$ cat src/sv/ige_pkg.sv
package ige_pkg;

	localparam int DEF_NUM_CLASSES = 16;
	localparam int DEF_NUM_VALUES  = 16;
	localparam int DEF_MAX_SAMPLES = 4096;

	localparam int LABEL_W   = 4;
	localparam int VALUE_W   = 4;
	localparam int OUT_W     = 19;
	localparam int TOTAL_W   = 13;
	localparam int FRAC_BITS = 40;

	localparam logic [OUT_W-1:0] OUT_MAX = '1;

	typedef struct packed {
		logic [LABEL_W-1:0] label;
		logic [VALUE_W-1:0] attr_value;
		logic               last;
	} item_t;

	typedef struct packed {
		logic [OUT_W-1:0]   label_entropy;
		logic [OUT_W-1:0]   info_gain;
		logic [TOTAL_W-1:0] sample_total;
		logic               overflow;
	} result_t;

endpackage

$ cat src/sv/ige_clog.sv
module ige_clog #(
	parameter int CNT_W = 13,
	parameter int LW    = CNT_W + $clog2(CNT_W) + 16
) (
	input  logic             clk,
	input  logic             arst_n,
	input  logic             start,
	input  logic [CNT_W-1:0] c,
	output logic             done,
	output logic [LW-1:0]    l
);
	import ige_pkg::*;

	localparam int KW  = $clog2(CNT_W);
	localparam int LQW = KW + FRAC_BITS;
	localparam int ITW = $clog2(FRAC_BITS);
	localparam logic [127:0] HALF = 128'h1 << 23;

	typedef enum logic [1:0] {L_IDLE, L_SQ, L_FIN} lstate_t;

	lstate_t              state_q;
	logic [CNT_W-1:0]     c_q;
	logic [KW-1:0]        k_q;
	logic [63:0]          m_q;
	logic [FRAC_BITS-1:0] frac_q;
	logic [ITW-1:0]       it_q;
	logic [2:0]           ph_q;
	logic [63:0]          prod_q;
	logic [127:0]         acc_q;
	logic [LW-1:0]        l_q;
	logic                 done_q;

	logic [KW-1:0]  k_c;
	logic [63:0]    m_c;
	logic [31:0]    mul_a, mul_b;
	logic [63:0]    prod_c;
	logic [LQW-1:0] logq;
	logic [127:0]   rnd;

	assign logq = {k_q, frac_q};
	assign rnd  = acc_q + HALF;

	// position of the leading one
	always_comb begin
		k_c = '0;
		for (int i = 1; i < CNT_W; i++) begin
			if (c[i]) k_c = KW'(i);
		end
	end

	assign m_c = 64'(c) << (6'd63 - 6'(k_c));

	// one shared 32x32 multiplier: square partials, then count times log
	always_comb begin
		mul_a = m_q[31:0];
		mul_b = m_q[31:0];
		if (state_q == L_SQ) begin
			case (ph_q)
				3'd1: mul_b = m_q[63:32];
				3'd2: begin
					mul_a = m_q[63:32];
					mul_b = m_q[63:32];
				end
				default: ;
			endcase
		end else begin
			mul_a = 32'(c_q);
			mul_b = (ph_q == 3'd1) ? 32'(logq[LQW-1:32]) : logq[31:0];
		end
	end

	assign prod_c = mul_a * mul_b;

	always_ff @(posedge clk or negedge arst_n) begin
		if (!arst_n) begin
			state_q <= L_IDLE;
			done_q  <= 1'b0;
		end else begin
			done_q <= 1'b0;
			unique case (state_q)
				L_IDLE: begin
					if (start) begin
						c_q    <= c;
						k_q    <= k_c;
						m_q    <= m_c;
						frac_q <= '0;
						it_q   <= '0;
						ph_q   <= '0;
						if (c < CNT_W'(2)) begin
							l_q    <= '0;
							done_q <= 1'b1;
						end else begin
							state_q <= L_SQ;
						end
					end
				end
				L_SQ: begin
					case (ph_q)
						3'd0: begin
							prod_q <= prod_c;
							acc_q  <= '0;
						end
						3'd1: begin
							acc_q  <= 128'(prod_q);
							prod_q <= prod_c;
						end
						3'd2: begin
							acc_q  <= acc_q + (128'(prod_q) << 33);
							prod_q <= prod_c;
						end
						3'd3: acc_q <= acc_q + (128'(prod_q) << 64);
						default: begin
							// keep top 64 bits, renormalise when square is two or more
							if (acc_q[127]) begin
								m_q    <= acc_q[127:64];
								frac_q <= {frac_q[FRAC_BITS-2:0], 1'b1};
							end else begin
								m_q    <= acc_q[126:63];
								frac_q <= {frac_q[FRAC_BITS-2:0], 1'b0};
							end
							it_q <= it_q + 1'b1;
							if (it_q == ITW'(FRAC_BITS - 1)) state_q <= L_FIN;
						end
					endcase
					ph_q <= (ph_q == 3'd4) ? 3'd0 : ph_q + 3'd1;
				end
				L_FIN: begin
					case (ph_q)
						3'd0: prod_q <= prod_c;
						3'd1: begin
							acc_q  <= 128'(prod_q);
							prod_q <= prod_c;
						end
						3'd2: acc_q <= acc_q + (128'(prod_q) << 32);
						default: begin
							l_q     <= LW'(rnd >> 24);
							done_q  <= 1'b1;
							state_q <= L_IDLE;
						end
					endcase
					ph_q <= ph_q + 3'd1;
				end
				default: state_q <= L_IDLE;
			endcase
		end
	end

	assign done = done_q;
	assign l    = l_q;

endmodule

$ cat config.mk
export PLATFORM = sky130hd
export DESIGN_NAME = ige_clog
export DESIGN_NICKNAME = d
export VERILOG_FILES = /design/src/sv/ige_pkg.sv /design/src/sv/ige_clog.sv
export SDC_FILE = /design/constraint.sdc
export NUM_CORES = 2
export LEC_CHECK = 0
export ABC_AREA = 1
export BUFFER_PORTS_ARGS = -buffer_cell sky130_fd_sc_hd__buf_4
export CAP_MARGIN = 20
export CORE_UTILIZATION = 28
export CTS_CLUSTER_DIAMETER = 150
export DETAILED_ROUTE_END_ITERATION = 6
export PLACE_DENSITY = 0.42
export SYNTH_ARGS = -nofsm -noshare
export SYNTH_HDL_FRONTEND = slang
export SYNTH_SLANG_ARGS = --single-unit
$ cat constraint.sdc
create_clock -name clk -period 27.7 [get_ports clk]
set_clock_uncertainty 0.2 [all_clocks]
set_input_delay 4.155 -clock clk [delete_from_list [all_inputs] [get_ports clk]]
set_output_delay 4.155 -clock clk [all_outputs]
set_load 0.01 [all_outputs]
==> summary.md <==
| Metric | Value |
|---|---|
| Clk buf depth | `3` |
| Row count | `180` |
| CP endpoint kind | `flip-flop` |
| RSZ-0062 raised after global routing | `false` |
| Final setup viols | `0` |
| Yosys Warn Count | `0` |
| Global-route wire length before repair | `approximately 540000 µm` |
| Pin count of the biggest net entering global routing | `76` |
| Fin. max-slew vios | `0` |
| GRT Overall Usage | `0.325` |
| Post-CTS Resized | `0` |
| Syn avg cell area | `roughly 7 µm²` |
| Critical path's largest stage delay | `slightly above 0.9 ns` |
| Most frequent cells in the layout | `nand2_1, inv_1, nor2_1, fa_1, a21oi_1` |
| TritonCTS clock tree | `yes` |
| Max-cap violations | `0` |
| Minimum clock period | `roughly 12 ns` |
| Final Hold Viols | `0` |
| Htree depth | `2` |
| Layout cells sized above 1 | `0.0478` |
| Status | `complete, no violations` |
| #FFs+latches synth | `approximately 340` |
| WP data arrival | `12.18 ns` |
| Crit-path max FO | `48` |
| Achievable Freq | `between 0.08 and 0.09 GHz` |
| Drt pass-1 iters | `6` |
| Number of global-route vias before repair | `~66000` |
| Core Region | `roughly 240000 µm²` |
| Top_reg_cell synth | `edfxtp_1` |
| Die Y | `between 400 and 500 µm` |
| Syn Inst Count | `just under 10000` |
| I/O pin cnt | `50` |
| Worst path slowest cell | `nor2_4` |
| Commonest non-fill, non-tap cell in the layout | `nand2_1` |
| Initial antenna violation count | `75` |
| Final #Nets | `11000` |
| Crit path required time | `around 28 ns` |
| Initial Utilization | `0.282` |
| Min-delay worst type | `flip-flop to flip-flop` |
| Final period util | `0.433` |
| Clk_lat worst skew | `slightly above 0.7 ns` |
| Post-CTS Setup Inserts | `0` |
| Vias/cell | `roughly 5.3` |
| Die area | `245000 µm²` |
| Synth unique cells | `60` |
| ANT nets after route | `0` |
| DRC viols | `0` |
| Sink Count | `335` |
| Sum of negative setup slack | `0 ns` |
| Worst slew margin | `0.108` |
| Hpwl dp | `about 330000 µm` |
| Post-Syn Area | `68000 µm²` |
| Routability Congestion | `1.03` |
| Worst Setup Path Type | `flip-flop to flip-flop` |
| Layout area overhead | `9.34%` |
| Sequential area share after synthesis | `0.148` |
| Asr flop ratio synth | `0.00896` |
| Vias | `a little under 70000` |
| TritonCTS Buffers | `51` |
| Syn_nets | `~11000` |
| Reg clk slew, reported paths | `roughly 0.060 ns` |
| Average wire per standard cell | `roughly 31 µm` |
| GRT overflow | `0` |
| Post-synth EDFFs | `between 300 and 400` |
| Filler cell count | `26600` |
| Root buffer cell | `clkbuf_16` |
| Die X | `a little under 500 µm` |
| Most used cell, CP | `fa_1` |
| I/O Buffers | `49` |
| CP Launch Type | `flip-flop` |
| DRT iter0 DRCs | `between 8000 and 9000` |
| Hold buffers post-CTS | `0` |
| Drt total wl | `402000 µm` |
| Least-Margin Pin Slew | `between 1 and 1.5 ns` |
==> critical path: cells and delay by family (launching register included) <==
kind / cells / cell delay [ns]
adder cells (fa/ha/maj): 10 / 4.73
AND/OR/NAND/NOR: 10 / 3.76
buffers and inverters: 6 / 1.71
AO/OA/AOI/OAI: 2 / 0.62
flip-flops: 1 / 0.44
XOR/XNOR: 1 / 0.13
==> per-stage QoR <==
stage               cell area, µm²  setup slack [ns]  hold slack [ns]  instances  utilization
finish                       74400             15.72            0.335      12900        0.309
global route                 74300             15.17            0.351      12900        0.308
CTS                          74300             15.91            0.337      12900        0.308
detailed placement           72400             15.97            0.325      12800        0.301
global placement             72300             15.98            0.315      12800        0.300
floorplan                    68000             14.38            0.304       9657            -
==> flip-flops by register name, indices dropped and copies added, names as in the netlist, 2 cells and up <==
register	flops
acc_q	105
m_q	64
prod_q	64
frac_q	40
l	33
c_q	13
it_q	6
k_q	4
ph_q	3
state_q	2
==> worst paths after layout <==
path                           start         end  slack [ns]  cells past startpoint
max in group asynchronous     arst_n        done       23.96                      1
hold / removal             frac_q[5]   frac_q[6]        0.34                      2
hold reg to reg            frac_q[5]   frac_q[6]        0.34                      2
min in group asynchronous     arst_n  state_q[1]        3.14                      1
setup / recovery             ph_q[0]  prod_q[43]       15.72                     29
setup reg to reg             ph_q[0]  prod_q[43]       15.72                     29
==> kinds of logic (layout without fill, tap and decap cells) <==
logic type,after synthesis,after routing,share of synthesized area
xor gates and xnor gates,94,94,0.0121
AOI/OAI and AO/OA,1199,1199,0.0953
adders and majority gates,1363,1363,0.350
muxes,9,9,0.00132
and+or+nand+nor,4417,4417,0.267
DFF,335,335,0.148
buffers and inverters,2240,2255,0.127
other,0,42,0
==> synth_stat cells, drive strengths merged (6+ instances only) <==
master | instances | area share
fa | 899 | 0.26
nand4 | 92 | 0.0086
nor4 | 28 | 0.0029
ha | 464 | 0.085
nand2 | 2357 | 0.13
o21ai | 498 | 0.037
xor2 | 58 | 0.0075
o221ai | 6 | 0.00077
edfxtp | 332 | 0.15
buf | 154 | 0.011
nor2 | 1302 | 0.073
nor3 | 91 | 0.0081
o21a | 26 | 0.0029
a31oi | 20 | 0.0018
nand3 | 464 | 0.035
nand3b | 26 | 0.0029
and3 | 8 | 0.00074
clkinv | 11 | 0.00061
mux2i | 9 | 0.0013
o21bai | 39 | 0.0046
a21o | 25 | 0.0028
a21boi | 18 | 0.0020
a21oi | 534 | 0.040
o22ai | 8 | 0.00074
clkbuf | 113 | 0.0064
inv | 1962 | 0.11
or2 | 39 | 0.0036
xnor2 | 36 | 0.0046
o2111ai | 11 | 0.0014
==> layer usage <==
metal	vias to the layer above	global-route usage	part of all wire
met2	3410	0.466	0.41
met4	48	0.149	0.050
met3	617	0.0827	0.094
met1	34000	0.452	0.44
met5	-	0	0.00087
li1	29900	-	-
==> final cells by class <==
class,instances,area [µm²],area share
clock buffer,58,1320,0.0178
sequential,335,10000,0.135
inverter,1973,7410,0.0996
clock inverter,38,505,0.00680
antenna,42,105,0.00141
multi-input combinational,7082,49500,0.666
timing repair buffer,186,1470,0.0198
tap,3185,3990,0.0536
Power is not shown: default switching activity piles up to over one toggle a cycle in this logic, so the estimate is an artifact.
