===== config.mk =====
export PLATFORM = sky130hd
export DESIGN_NAME = ige_div
export DESIGN_NICKNAME = d
export VERILOG_FILES = /design/src/sv/ige_pkg.sv /design/src/sv/ige_div.sv
export SDC_FILE = /design/constraint.sdc
export NUM_CORES = 1
export LEC_CHECK = 0
export BUFFER_PORTS_ARGS = -buffer_cell sky130_fd_sc_hd__clkbuf_2
export CAP_MARGIN = 20
export CORE_UTILIZATION = 50
export DETAILED_ROUTE_END_ITERATION = 10
export GPL_ROUTABILITY_DRIVEN = 0
export PLACE_DENSITY = 0.7
export SYNTH_ARGS = -nofsm -noshare
export SYNTH_HDL_FRONTEND = slang
export SYNTH_SLANG_ARGS = --single-unit

===== constraint.sdc =====
create_clock -name clk -period 5.55 [get_ports clk]
set_clock_uncertainty 0.15 [all_clocks]
set_input_delay 0.2775 -clock clk [delete_from_list [all_inputs] [get_ports clk]]
set_output_delay 0.2775 -clock clk [all_outputs]
set_load 0.1 [all_outputs]

===== src/sv/ige_pkg.sv =====
package ige_pkg;

	localparam int DEF_NUM_CLASSES = 16;
	localparam int DEF_NUM_VALUES  = 16;
	localparam int DEF_MAX_SAMPLES = 4096;

	localparam int LABEL_W   = 4;
	localparam int VALUE_W   = 4;
	localparam int OUT_W     = 19;
	localparam int TOTAL_W   = 13;
	localparam int FRAC_BITS = 40;

	localparam logic [OUT_W-1:0] OUT_MAX = '1;

	typedef struct packed {
		logic [LABEL_W-1:0] label;
		logic [VALUE_W-1:0] attr_value;
		logic               last;
	} item_t;

	typedef struct packed {
		logic [OUT_W-1:0]   label_entropy;
		logic [OUT_W-1:0]   info_gain;
		logic [TOTAL_W-1:0] sample_total;
		logic               overflow;
	} result_t;

endpackage


===== src/sv/ige_div.sv =====
module ige_div #(
	parameter int NUM_W = 40,
	parameter int DEN_W = 13
) (
	input  logic                    clk,
	input  logic                    arst_n,
	input  logic                    start,
	input  logic [NUM_W-1:0]        num,
	input  logic [DEN_W-1:0]        den,
	output logic                    done,
	output logic [ige_pkg::OUT_W-1:0] quo
);
	import ige_pkg::*;

	localparam int CW = $clog2(NUM_W + 1);

	logic             busy_q;
	logic             done_q;
	logic [CW-1:0]    cnt_q;
	logic [NUM_W-1:0] num_q;
	logic [NUM_W-1:0] quo_q;
	logic [DEN_W-1:0] den_q;
	logic [DEN_W-1:0] rem_q;
	logic [OUT_W-1:0] res_q;

	logic [DEN_W:0] rem_sh;
	logic           fits;

	assign rem_sh = {rem_q, num_q[NUM_W-1]};
	assign fits   = rem_sh >= {1'b0, den_q};

	always_ff @(posedge clk or negedge arst_n) begin
		if (!arst_n) begin
			busy_q <= 1'b0;
			done_q <= 1'b0;
		end else begin
			done_q <= 1'b0;
			if (!busy_q) begin
				if (start) begin
					busy_q <= 1'b1;
					cnt_q  <= CW'(NUM_W);
					num_q  <= num;
					den_q  <= den;
					rem_q  <= '0;
					quo_q  <= '0;
				end
			end else if (cnt_q != '0) begin
				// one quotient bit per cycle
				rem_q <= fits ? DEN_W'(rem_sh - {1'b0, den_q}) : rem_q << 1 | DEN_W'(num_q[NUM_W-1]);
				num_q <= num_q << 1;
				quo_q <= {quo_q[NUM_W-2:0], fits};
				cnt_q <= cnt_q - 1'b1;
			end else begin
				busy_q <= 1'b0;
				done_q <= 1'b1;
				if (den_q == '0) res_q <= '0;
				else if (quo_q > NUM_W'(OUT_MAX)) res_q <= OUT_MAX;
				else res_q <= quo_q[OUT_W-1:0];
			end
		end
	end

	assign done = done_q;
	assign quo  = res_q;

endmodule


==> metrics.md, run 1 <==
| Metric | Value |
|---|---|
| Hold WC Path Type | primary input to flip-flop |
| Clock Path Buffers | 2 |
| Total track usage | a little under a fifth |
| Critical Path End Type | flip-flop |
| Die H | ~110 microns |
| RSZ-0062 raised after global routing | no |
| Sequential element share of the synthesized area | between 60 and 70% |
| Post-Synth XOR/XNOR Area | under 10% |
| H-tree depth | 4 |
| First-pass DRT Iterations | 9 |
| Crit path DAT | 3.05 ns |
| Total gr overflow | 0 |
| # setup viols final | 0 |
| First-iteration detailed-routing DRC count | approximately 270 |
| Crit path max-delay family | compound AO/OA/AOI/OAI gates |
| Worst Path Required | 5.53 ns |
| First-pass GRT wire length | roughly 17000 microns |
| Number of remaining DRC errors | 3 |
| IO Pins | 76 |
| Clk sinks | around 130 |
| Via count | 3650 |
| TritonCTS Buffers | 17 |
| Post-Synthesis Cell Area | between 0.006 and 0.007 sq mm |
| FP Rows | 39 |
| Sequential Area | between 0.003 and 0.004 sq mm |
| WHS | around 0.012 ns |
| Synth Area in Compound Gates | around 7.8% |
| # nets final | 593 |
| Cell Pwr Density | roughly 430 mW/mm^2 |
| Starting Density | roughly 52% |
| Post-synth cell types | 42 |
| Clk Latency, worst-skew pair | between 0.4 and 0.5 ns |
| Ys async rst share | between 1.5 and 2% |
| Die Area | between 0.01 and 0.015 sq mm |
| Crit-path cells | inv_1, ha_1, inv_1, fa_1, a21o_1, a221o_2, a2111oi_0, nor2_1, o2111ai_1, o211ai_1 |
| Pin count of the biggest net entering global routing | 74 |
| Die span in x | approximately 110 microns |
| Wire per inst | around 15 microns |
| Post-layout min period | between 3 and 4 ns |
| Main combinational cell family by area after synthesis | simple AND/OR/NAND/NOR gates |
| Area occupied by multi-input gates | around 0.0019 sq mm |
| Clock root buffer master | clkbuf_16 |
| Post-synthesis sequential element count | 133 |
| Peak supply drop | around 250 uV |
| Fmax | 0.3255 GHz |
| Syn_area_per_cell | roughly 14 sq um |
| Crit start category | flip-flop |
| Vias in the first global route | between 3000 and 4000 |
| Slew HR | 36.17% |
| Core ar. | between 0.01 and 0.015 sq mm |
| Number of synthesized flops with an enable pin | between 100 and 150 |
| CTS tree | done |
| Crit-path max FO | 6 |
| Layout area overhead | 21.94% |
| Fill cells | slightly below 900 |
| Tightest Pin Transition | between 0.9 and 1 ns |
| Max-Cap Viols | 0 |
| Final TNS setup | 0 ns |
| Commonest non-fill, non-tap cell in the layout | edfxtp_1 |
| Number of synthesis warnings | 0 |
| Status | complete, but fails checks |
| Ys flop type | edfxtp_1 |
| Syn nets | slightly below 500 |
| Tcrit/Tclk final | roughly 55% |
| P_leak | ~0.0027 uW |
| Ant diodes | 0 |
| Proportion of synthesized area in mux cells | under 10% |
| Post-DP HPWL | between 6000 and 7000 microns |
| Final Hold Fails | 0 |
| # resized after CTS | 0 |
| Slowest stage delay, CP | between 0.5 and 0.6 ns |
| Drt total wl | 10410 microns |
| Pins Over Slew Limit | 0 |
| Buffers on Ports | 75 |
| Number of vias per cell | between 5 and 6 |
| Synth Area in Adders | 3.458% |
| Final ANT Viol Nets | 0 |
| Clk pin slew, worst setup/hold paths | around 0.060 ns |
| Class of the most critical setup path | flip-flop to flip-flop |
| Most frequent cells in the layout | 131 x edfxtp_1, 75 x clkbuf_2, 41 x and2_1 |
| Post-synthesis simple-gate area fraction | 9.875% |
| CP Buf/Inv Count | 2 |
| Initial antenna violation count | 0 |
| Critical path's slowest cell | a2111oi_0 |
| Synth Instances | 416 |
| Failing checks | DRC |
| Ratio of cells with drive above 1 in the final layout | about 29% |
| Top cell by count, worst path | inv_1 |
==> Yosys cell counts (2+ instances only) <==
cell       number  share of area [%]
clkbuf_1       12               0.75
o21ai_0         3               0.25
nand2_1         7               0.44
o31ai_1         2               0.25
or4_1           2               0.25
buf_2           3               0.25
mux2i_1         8                1.3
nand4_1         5               0.52
and3_1          4               0.42
o211ai_1        4               0.50
a21o_1          3               0.37
nor3_1          5               0.42
xor2_1          2               0.29
o2111ai_1       2               0.29
xnor2_1         7                1.0
and2_1         42                4.4
nand3_1         6               0.50
a21oi_1        17                1.4
ha_1           15                3.1
nor2_1         24                1.5
o21ai_1         3               0.25
dfrtp_1         2               0.83
a2111oi_0       2               0.29
a211oi_2        2               0.42
nand2b_1        4               0.42
o21a_1         20                2.5
edfxtp_1      131                 65
nor4_1          5               0.52
nor2b_1         2               0.21
inv_1          22                1.4
mux2_2         39                7.3
==> power breakdown <==
| group | internal [uW] | leakage (uW) | switching [uW] |
|---|---|---|---|
| Combinational | 327 | 0.00125 | 385 |
| Clock | 658 | 0.000273 | 419 |
| Sequential | 1300 | 0.00122 | 75.5 |
| Total | 2290 | 0.00274 | 879 |
==> routing by layer <==
metal	track usage, %	wire length (microns)	up-vias	part of all wire, %
li1	-	-	1762	-
met1	23.88	4806	1761	46
met2	28.33	4805	112	46
met3	5.934	592	15	5.7
met4	9.189	206	0	2.0
met5	0	0	-	0
==> registers in the layout (all words and copies together) (netlist names) <==
name and flops:
rem_q 13, num_q 40, quo 19, done 1, den_q 13, cnt_q 6, quo_q 40, busy_q 1
==> path summary, 6_finish.rpt <==
check / depth (start not counted) / slack, ns / to / from
hold / removal: 2 / 0.01 / num_q[15] / num[15]
min in group asynchronous: 2 / 0.04 / done / arst_n
setup / recovery: 10 / 2.48 / rem_q[12] / num_q[39]
setup reg to reg: 10 / 2.48 / rem_q[12] / num_q[39]
hold reg to reg: 1 / 0.36 / done / cnt_q[4]
max in group asynchronous: 2 / 5.08 / busy_q / arst_n
==> kinds of logic (layout without fill, tap and decap cells) <==
group           after synthesis  after routing
xor+xnor                      9              9
flops                       133            133
fa+ha+maj                    16             16
buf+inv                      39            157
simple gates                108            108
mux                          47             47
compound gates               64             64
==> through the flow <==
step	total power [uW]	utilization, %	setup WS [ns]	instance area, sq um	std cells
after floorplan	1943	-	1.610	6006	416
after global placement	2063	56.27	2.561	6507	620
after detailed placement	2092	56.27	2.496	6507	620
after CTS	3188	63.24	2.488	7313	676
after global routing	3333	63.32	2.313	7323	677
final	3169	63.32	2.478	7323	677
==> area by class of cell <==
type	instances	area share, %
Timing Repair Buffer	102	8.748
Sequential cell	133	54.42
Multi-Input combinational cell	244	25.49
Clock buffer	19	5.911
Clock inverter	13	1.811
Inverter	23	1.179
Tap cell	143	2.443
==> timing repair <==
action,CTS,global route
buffers inserted,0,0
hold endpoints to repair,25,1
hold buffers,24,1
endpoints found under the setup margin,0,0
Note: power is estimated with default switching activity, not from simulation.
==> inputs of run 2 (changes only) <==
==> constraint.sdc (replaced) <==
create_clock -name clk -period 3 [get_ports clk]
set_clock_uncertainty 0.15 [all_clocks]
set_input_delay 0.15 -clock clk [delete_from_list [all_inputs] [get_ports clk]]
set_output_delay 0.15 -clock clk [all_outputs]
set_load 0.1 [all_outputs]
==> run 2 against run 1 <==
  * The run still ends with DRC left
  * Clock-buffer cell count unchanged
  * Critical path type unchanged
  * First-iteration DRC count shrank 0.73%
  * Final cell count is 6.8% higher
  * Fmax is 4.4% higher
  * Non-clock buffer count grew 43
  * Combinational power is 120% higher
  * Critical path depth up 1
  * Flip-flop and latch count is the same
  * Total power up 95%
  * Largest power group unchanged
  * Clock power increased by 89%
  * Largest cell class unchanged
  * Die area stayed put
  * Global-route usage increased by 1.1 points
==> metrics.md, run 2 (synthesis gave the netlist of run 1 again) <==
| Metric | Value |
|---|---|
| Status | complete, but fails checks |
| Failing checks | DRC |
| Core ar. | between 0.01 and 0.015 sq mm |
| Fmax | between 0.3 and 0.4 GHz |
| Layout area overhead | 30.19% |
| Placed inst area | 0.006578 sq mm |
| FF-to-FF End | rem_q[6] |
| FP Rows | 39 |
| Peak supply drop | ~470 uV |
| Initial antenna violation count | 0 |
| Pin count of the biggest net entering global routing | 68 |
| FF-to-FF path depth | 11 |
| Die span in x | 111.6 microns |
| Clock share of power | 33.1% |
| Critical Path End Type | flip-flop |
| Pins Over Slew Limit | 0 |
| Clk Latency, worst-skew pair | between 0.4 and 0.5 ns |
| Post-layout power | roughly 6200 uW |
| Number of remaining DRC errors | 4 |
| Clock Path Buffers | 2 |
| Crit path DAT | ~3 ns |
| Total track usage | between 10% and 20% |
| Wire per inst | between 15 and 20 microns |
| Post-DP HPWL | about 6700 microns |
| Util after Layout | about two thirds |
| Max-Cap Viols | 0 |
| Starting Density | between 50% and 60% |
| IO Pins | between 70 and 80 |
| Logic pwr share | 25.7% |
| Hold WC Path Type | primary input to flip-flop |
| Slew HR | between 40 and 50% |
| Fill cells | between 800 and 900 |
| Fin cells | a little over 700 |
| Internal power | ~4400 uW |
| Switching power total | 1792 uW |
| Total gr overflow | 0 |
| Class of the most critical setup path | flip-flop to flip-flop |
| # setup viols final | 0 |
| Tcrit/Tclk final | 98.05% |
| Vias in the first global route | 3882 |
| Worst hold stages | 2 |
| Hold path start | den[4] |
| Die H | approximately 110 microns |
| Post-layout min period | around 3 ns |
| Crit start category | flip-flop |
| Final Hold Fails | 0 |
| First-pass DRT Iterations | 8 |
| Die Area | 0.01245 sq mm |
| P_leak | 0.002948 uW |
| Cell Pwr Density | 789.7 mW/mm^2 |
| Clk pin slew, worst setup/hold paths | 0.06 ns |
| First-iteration detailed-routing DRC count | roughly 270 |
| Placed cell count | 626 |
| Final Cell Area | about 0.0078 sq mm |
| TritonCTS Buffers | 17 |
| Drt total wl | between 10000 and 15000 microns |
| H-tree depth | 4 |
| Ant diodes | 0 |
| Most frequent cells in the layout | 131 x edfxtp_1, 75 x clkbuf_2, 56 x dlygate4sd3_1 |
| First-pass GRT wire length | about 19000 microns |
| Endpoint of the worst hold path | den_q[4] |
| Clock root buffer master | clkbuf_16 |
| Final ANT Viol Nets | 0 |
| R2R setup slack | slightly below 0.06 ns |
| Tightest Pin Transition | roughly 0.84 ns |
| Via count | 3849 |
| Clk sinks | ~130 |
| R2R Path Start | num_q[39] |
| Ratio of cells with drive above 1 in the final layout | roughly 30% |
| Worst Path Required | 3.01 ns |
| WHS | approximately 0.3 ns |
| CTS tree | done |
| Number of vias per cell | approximately 5.3 |
| Buffers on Ports | 75 |
| # nets final | about 640 |
| Net Sw Frac | between 20% and 30% |
| Commonest non-fill, non-tap cell in the layout | edfxtp_1 |
| Register share of total power | between 40% and 50% |
| Crit-path max FO | 5 |
run 2: changes by cell type in the layout (fill, tap and decap cells not counted), moves of 2 or more:
| cell | previous run | this run |
|---|---|---|
| clkinv_4 | 2 | 5 |
| buf_4 | 2 | 12 |
| buf_12 | 0 | 2 |
| clkinv_2 | 3 | 0 |
| o21ai_4 | 1 | 3 |
| inv_6 | 2 | 4 |
| dlygate4sd3_1 | 25 | 56 |
run 2: metrics by stage:
stage / setup TNS [ns] / setup WS [ns]
5_1_grt: -0.1759 / -0.04834
3_3_place_gp: 0 / 0.06535
4_1_cts: 0 / 0.009663
2_1_floorplan: 0 / 0.1493
3_5_place_dp: -0.04772 / -0.04772
6_report: 0 / 0.05859
run 2: routing by layer:
metal  vias up  part of all wire [%]  track usage, %  wire, microns
met5         -                     0               0              0
met2       126                    48           32.00           5640
li1       1871                     -               -              -
met3        14                   5.7           5.280            666
met4         0                   1.5           8.108            173
met1      1838                    45           24.82           5251
run 2: worst max path at each step:
stage                   start         to  slack [ns]  depth (start not counted)
finish              num_q[39]   rem_q[6]        0.06                         11
global placement    num_q[39]  rem_q[12]        0.07                         11
detailed placement  num_q[39]  rem_q[12]       -0.05                         11
CTS                 num_q[39]  rem_q[12]        0.01                         10
global route        num_q[39]   rem_q[6]       -0.05                         11
floorplan           num_q[39]  rem_q[12]        0.15                         11
run 2: layout make-up:
cell class | count | area (sq um) | share of cell area, %
multi-input combinational | 247 | 1919 | 24.55
tap | 143 | 178.9 | 2.288
clock inverter | 13 | 150.1 | 1.920
inverter | 23 | 86.33 | 1.104
sequential | 133 | 3985 | 50.97
clock buffer | 19 | 432.9 | 5.537
timing repair buffer | 145 | 1066 | 13.63
run 2: critical path, cell delays in order (launching register included):
cell	delay, ns
edfxtp_1	0.38
inv_1	0.08
ha_2	0.17
inv_1	0.05
fa_2	0.33
a21o_1	0.18
a221o_2	0.43
a211oi_4	0.32
buf_4	0.19
o21ai_4	0.10
mux2i_1	0.24
nor2_1	0.06
run 2: repair_timing:
| item | 4_1_cts | 5_1_grt |
|---|---|---|
| endpoints found under the hold margin | 56 | 0 |
| gates resized for setup | 2 | 4 |
| setup endpoints to repair | 1 | 14 |
| hold buffers | 56 | 0 |
| setup buffers | 0 | 6 |
| pin swaps | 1 | 5 |
| gates cloned | 0 | 3 |
run 2: power by group through the flow:
stage | clock, uW | sequential, uW | combinational (uW)
after floorplan | 0 | 2530 | 1060
after global placement | 0 | 2570 | 1270
after detailed placement | 0 | 2570 | 1320
final | 2040 | 2550 | 1590
after global routing | 2150 | 2570 | 1720
after CTS | 2060 | 2540 | 1400
